--- config.mk ---
export PLATFORM = sky130hd
export DESIGN_NAME = kec_front
export DESIGN_NICKNAME = d
export VERILOG_FILES = /design/src/design/kec_pkg.sv /design/src/design/kec_front.sv
export SDC_FILE = /design/constraint.sdc
export NUM_CORES = 1
export LEC_CHECK = 0
export BUFFER_PORTS_ARGS = -buffer_cell sky130_fd_sc_hd__buf_2
export CORE_ASPECT_RATIO = 0.6
export CORE_MARGIN = 3
export CORE_UTILIZATION = 25
export CTS_CLUSTER_SIZE = 40
export DETAILED_ROUTE_END_ITERATION = 6
export GPL_TIMING_DRIVEN = 0
export SLEW_MARGIN = 10
export SYNTH_ARGS = -nofsm -noshare
export SYNTH_HDL_FRONTEND = slang
export SYNTH_SLANG_ARGS = --single-unit
export TNS_END_PERCENT = 5
--- constraint.sdc ---
create_clock -name clk_i -period 15.9 [get_ports clk_i]
set_clock_uncertainty 0.15 [all_clocks]
set_input_delay 3.18 -clock clk_i [delete_from_list [all_inputs] [get_ports clk_i]]
set_output_delay 3.18 -clock clk_i [all_outputs]
set_load 0.03 [all_outputs]
--- src/design/kec_pkg.sv ---
// Shared constants, types and the arctangent table for the kappa/eulerian converter.
package kec_pkg;

  localparam int ANGLE_BITS_DEF = 32;
  localparam int ITERS          = 30;

  // CORDIC datapath widths
  localparam int RW = 36;   // rotation x/y
  localparam int VW = 40;   // vectoring x/y
  localparam int ZW = 34;   // angle accumulators

  localparam logic signed [RW-1:0] GAIN_INV  = RW'(652032874);
  localparam longint               ONE_Q60   = 64'sd1 << 60;
  localparam longint               UNREACH_Q60 = 64'sd402445517400000;
  localparam logic [31:0]          HALF_TURN = 32'h8000_0000;
  localparam logic [31:0]          QUARTER_TURN = 32'h4000_0000;

  // Register reset values
  localparam logic signed [31:0] COS_RST   = 32'sd690187931;
  localparam logic [30:0]        SIN_RST   = 31'd822533911;

  typedef enum logic [1:0] {
    REG_COS   = 2'd0,
    REG_SIN   = 2'd1,
    REG_SENSE = 2'd2
  } cfg_reg_e;

  typedef struct packed {
    logic signed [31:0] cos_offset;
    logic [30:0]        sin_offset;
    logic               sense;
  } cfg_t;

  // atan(2^-i) in 32-bit binary angle
  function automatic logic [ZW-1:0] atan_tab(input int i);
    logic [31:0] v;
    case (i)
      0:  v = 32'h20000000;  1: v = 32'h12E4051E;  2: v = 32'h09FB385B;
      3:  v = 32'h051111D4;  4: v = 32'h028B0D43;  5: v = 32'h0145D7E1;
      6:  v = 32'h00A2F61E;  7: v = 32'h00517C55;  8: v = 32'h0028BE53;
      9:  v = 32'h00145F2F; 10: v = 32'h000A2F98; 11: v = 32'h000517CC;
      12: v = 32'h00028BE6; 13: v = 32'h000145F3; 14: v = 32'h0000A2FA;
      15: v = 32'h0000517D; 16: v = 32'h000028BE; 17: v = 32'h0000145F;
      18: v = 32'h00000A30; 19: v = 32'h00000518; 20: v = 32'h0000028C;
      21: v = 32'h00000146; 22: v = 32'h000000A3; 23: v = 32'h00000051;
      24: v = 32'h00000029; 25: v = 32'h00000014; 26: v = 32'h0000000A;
      27: v = 32'h00000005; 28: v = 32'h00000003; 29: v = 32'h00000001;
      default: v = 32'h0;
    endcase
    return ZW'(v);
  endfunction

endpackage

--- src/design/kec_front.sv ---
// Input queue: two-entry buffer between the stream port and the back pipeline.
module kec_front import kec_pkg::*; #(
  parameter int DW = 1 + 3 * ANGLE_BITS_DEF
) (
  input  logic          clk_i,
  input  logic          rst_ni,
  input  logic          push_i,
  input  logic [DW-1:0] data_i,
  output logic          ready_o,
  input  logic          pop_i,
  output logic          vld_o,
  output logic [DW-1:0] data_o
);

  logic [DW-1:0] mem_q [0:1];
  logic          wr_q, rd_q;
  logic [1:0]    cnt_q;
  logic          push_w, pop_w;

  assign ready_o = (cnt_q != 2'd2);
  assign vld_o   = (cnt_q != 2'd0);
  assign data_o  = mem_q[rd_q];
  assign push_w  = push_i && ready_o;
  assign pop_w   = pop_i && vld_o;

  // storage
  always_ff @(posedge clk_i) begin
    if (push_w) begin
      mem_q[wr_q] <= data_i;
    end
  end

  // pointers and fill
  always_ff @(posedge clk_i or negedge rst_ni) begin
    if (!rst_ni) begin
      wr_q  <= 1'b0;
      rd_q  <= 1'b0;
      cnt_q <= 2'd0;
    end else begin
      if (push_w) wr_q <= ~wr_q;
      if (pop_w)  rd_q <= ~rd_q;
      if (push_w && !pop_w)      cnt_q <= cnt_q + 2'd1;
      else if (!push_w && pop_w) cnt_q <= cnt_q - 2'd1;
    end
  end

  a_cnt_range: assert property (@(posedge clk_i) disable iff (!rst_ni) cnt_q != 2'd3)
    else $error("queue fill out of range");
  a_cnt_up: assert property (@(posedge clk_i) disable iff (!rst_ni)
    (push_w && !pop_w) |=> cnt_q == $past(cnt_q) + 2'd1)
    else $error("queue fill did not grow on push");
  a_cnt_dn: assert property (@(posedge clk_i) disable iff (!rst_ni)
    (!push_w && pop_w) |=> cnt_q == $past(cnt_q) - 2'd1)
    else $error("queue fill did not shrink on pop");

endmodule

After elaboration in Yosys (flattened, before gate mapping):

Memories as Yosys holds them, arrays and structs flattened.
Cells that the tools add are included.

* bits in registers: 4
* memory bits (writable): 194
* output and inout port bits: 99
* logic and storage cells: 21
* memories kept: 1

Memories
* mem_q: words 2, width 97, read ports 1, clocked after Yosys merged registers in 0, write ports 1, line kec_front.sv:15 `logic [DW-1:0] mem_q [0:1];`

* add/subtract/negate cells: 2
* eq/ne operators: 1
* multiplexer cells: 4
* bitwise operators: 2
* reductions and logical operators: 8

Operator list (count)
* 1-bit logical AND: 4
* 2-bit 2-to-1 mux: 2
* 2-bit nonzero test: 2
* 2-bit by 1-bit adder with 2-bit output, second input constant: 1
* 1-bit logical NOT: 2
* 1-bit 2-to-1 mux: 2
* 2-bit inequality test, second input constant: 1
* 1-bit inverter: 2
* 2-bit by 1-bit subtractor with 2-bit output, second input constant: 1

Longest topological paths before layout:

* depth after elaboration: 6
* mapped depth: 7
* mapped depth without buffers: 7

Least setup slack after synthesis:

Ideal clock, no wire load.

* kind: in2reg
* start: input port push_i
* end: memory mem_q[0][0] (netlist name) (enable)
* setup time: 0.554 ns
* data arrival time: 7.320 ns
* required time: 15.196 ns
* slack: 7.876 ns
* cell stages on the path: 2
* path buffers: 0
* cells stage by stage: nand2_1 nor2_1

* cells in the longest elaborated chain, start to end: 3

RTL lines
* start, declared: line kec_front.sv:7 `input logic push_i,`
* 1-bit logical AND: line kec_front.sv:23 `assign push_w = push_i && ready_o;`
* 1-bit 2-to-1 mux: line kec_front.sv:28 `if (push_w) begin`
* 1-bit 2-to-1 mux (not written as such): line kec_front.sv:29 `mem_q[wr_q] <= data_i;`
* end, declared: line kec_front.sv:15

Every way passes these cells.

Worst setup path in the final report:

* start: register rd_q
* end: output port data_o[67]

* cells in the longest elaborated chain, start to end: 1

RTL lines
* start, declared: line kec_front.sv:16 `logic wr_q, rd_q;`
* start signal, assigned: line kec_front.sv:41 `if (pop_w) rd_q <= ~rd_q;`
* memory 2 x 97 bit
* end, declared: line kec_front.sv:12 `output logic [DW-1:0] data_o`

Every way passes these cells.

==> impl_metrics.ini <==
[synthesis]
ys_top_cells_by_area = edfxtp_1 80%, mux2_2 12%, mux2_4 4.1%
synth.distinct_cells = 15
synthesis.nets = 422
synthSimpleGateAreaFrac = 0.004649
yosysTopAreaCellShare = 0.8017
synth_top_family_by_area = multiplexers
synth-compound-area-share = 0
ys_seq_area_frac = 0.8154
synth_area_mm2 = 0.007267
syn_area_per_cell_um2 = 22.71
synthAdderAreaFrac = 0.001722
synthCells = 320
yosysWarningCount = 0
synth_top_area_cell = edfxtp_1
ys_seq_elements = 198
muxShareOfSynthArea = 0.1606
synth_xor_xnor_area_share = 0.006026

[detailed_routing]
drt_iter0_markers = 154
dr.pass1.iters = 4
route.detailed.drc = 0
ant_nets = 0
num_vias = 3672
viasPerCell = 3.965
finalWirelength_mm = 15.40
wire_per_inst_um = 16.63

[worst_setup_path]
crit_fanout = 10
worstSetupStartpointType = flip-flop
critical_path_class = flip-flop to output port
endpoint_kind = output port
cp.required_ns = 12.57
crit_arrival_ns = 1.84

[outcome]
status = finished, final reports clean

[clocking]
hold_buffers = 0
clkTransAtPathRegs_ns = 0.07
ctsResizeCount = 0
h-tree-depth = 4
cts_buffers = 17
clockBufferDepth = 2
cts_tree = done
clock_latency_ns = 0.44
cts_sinks = 198
cts-root-buf = clkbuf_16
postCtsSetupBuffers = 0

[global_routing]
grt_start_max_net_pins = 43
antenna_found_initial = 3
overflow = 0
grt.total_usage = 0.09988
grt_first_pass_wirelength_mm = 23.05
grt_pass1_vias = 3844

[pwr]
p_comb_frac = 0.380
sequentialPowerShare = 0.385
switching_power_w = 0.0006790
p_clk_frac = 0.236
p_int_w = 0.001239
leakage_nw = 3.563
irDropWorstVdd_uv = 93.46
p_sw_frac = 0.3540
p_per_area_mw_per_mm2 = 202.0

[timing]
finalSetupViolations = 0
slew_viol_final = 0
max_freq_mhz = 193.6
slew-limit-headroom = 0.4111
rsz0062_at_grt = no
setup-tns-final_ns = 0
min_period_over_period = 0.3249
period_needed_ns = 5.165
fin_ws_ns = 10.73
tightest_slew_ns = 0.8812
hold_viol_final = 0

[floorplanning]
die_area_mm2 = 0.03122
fp.dieH_um = 138.1
die_x_um = 226.1
core_region_area_mm2 = 0.02811
rows = 47
initial_core_util = 0.2585
pin_count = 200

[layout]
final_common_cell = buf_2
regArea_mm2 = 0.005926
drive_gt1_frac = 0.6194
final_cell_mix = 206 x buf_2, 194 x edfxtp_1, 77 x mux2_2, 20 x mux2_4, 17 x clkbuf_16
multi_input_area_mm2 = 0.001270
fillers = 2719
nNetsFinal = 646
area_growth_pct = 30.65

[job]
maxCapViolCount = 0

[placement]
port_buffers = 199
place_ws_ns = 10.85
place_congestion = 0.6786
dp_hpwl_mm = 10.75

[worst_hold_path]
hold_path.class = flip-flop to flip-flop
-- logic make-up (layout without fill, tap and decap cells) --
kind of cell | Yosys count | after routing
adder cells (fa/ha/maj) | 1 | 1
flip-flops | 198 | 198
other | 0 | 2
buffers and inverters | 12 | 249
XOR/XNOR | 5 | 5
multiplexers | 97 | 97
AND/OR/NAND/NOR | 7 | 7
-- final cells by class --
class	instances	share of cell area
Sequential cell	198	0.6241
Multi-Input combinational cell	110	0.1338
Timing Repair Buffer	205	0.1199
Tap cell	367	0.04837
Clock buffer	20	0.04599
Clock inverter	12	0.01845
Buffer	11	0.008434
Antenna cell	2	0.0005271
Inverter	1	0.0003954
-- worst paths after layout --
| path | start | to | slack (ns) | depth (start not counted) |
|---|---|---|---|---|
| setup / recovery | rd_q | data_o[67] | 10.73 | 5 |
| hold reg to reg | cnt_q[1] | cnt_q[1] | 0.35 | 1 |
| max in group asynchronous | rst_ni | cnt_q[0] | 13.08 | 1 |
| hold / removal | cnt_q[1] | cnt_q[1] | 0.35 | 1 |
| setup reg to reg | cnt_q[0] | mem_q[0][93] | 13.56 | 5 |
| min in group asynchronous | rst_ni | rd_q | 2.39 | 1 |
-- registers in the layout (all words and copies together), names as in the netlist --
register	count
cnt_q	2
mem_q	194
rd_q	1
wr_q	1
-- critical path, cell delays in order (launching register included) --
cell	delay (ns)
dfrtp_1	0.34
buf_6	0.16
buf_6	0.19
buf_6	0.20
mux2_4	0.31
buf_2	0.19
-- power by group through the flow --
stage                     Clock, W  Combinational, W  Sequential [W]
after floorplan                  0          0.000513        0.000758
after global placement           0          0.000711        0.000775
after detailed placement         0          0.000744        0.000751
after CTS                 0.000471          0.000746        0.000739
after global routing      0.000494          0.000779        0.000748
final                     0.000452          0.000728        0.000738
-- Yosys cell counts --
library cell and number:
and3_1 1, xor2_1 2, buf_2 7, dfrtp_1 4, or2_2 1, buf_6 4, mux2_4 20, inv_1 1
nand2b_1 1, nor2_1 2, nand2_1 2, xnor2_1 3, ha_1 1, edfxtp_1 194, mux2_2 77
-- layer usage --
metal,global-route usage,routed length [um],vias up
li1,-,-,1717
met1,0.1305,7077,1800
met2,0.1477,6753,131
met3,0.04322,1316,20
met4,0.03684,236,4
met5,0,21,-
-- stage by stage --
step           area (um2)  total power, W  hold slack, ns  cells    util
2_1_floorplan        7267        0.001271          0.3059    320       -
3_3_place_gp         8722        0.001487          0.3300    886  0.3103
3_5_place_dp         8877        0.001495          0.3375    892  0.3158
4_1_cts              9489        0.001956          0.3528    924  0.3376
5_1_grt              9489        0.002021          0.3867    924  0.3376
6_report             9494        0.001918          0.3487    926  0.3378
(Power assumes the default switching activity.)
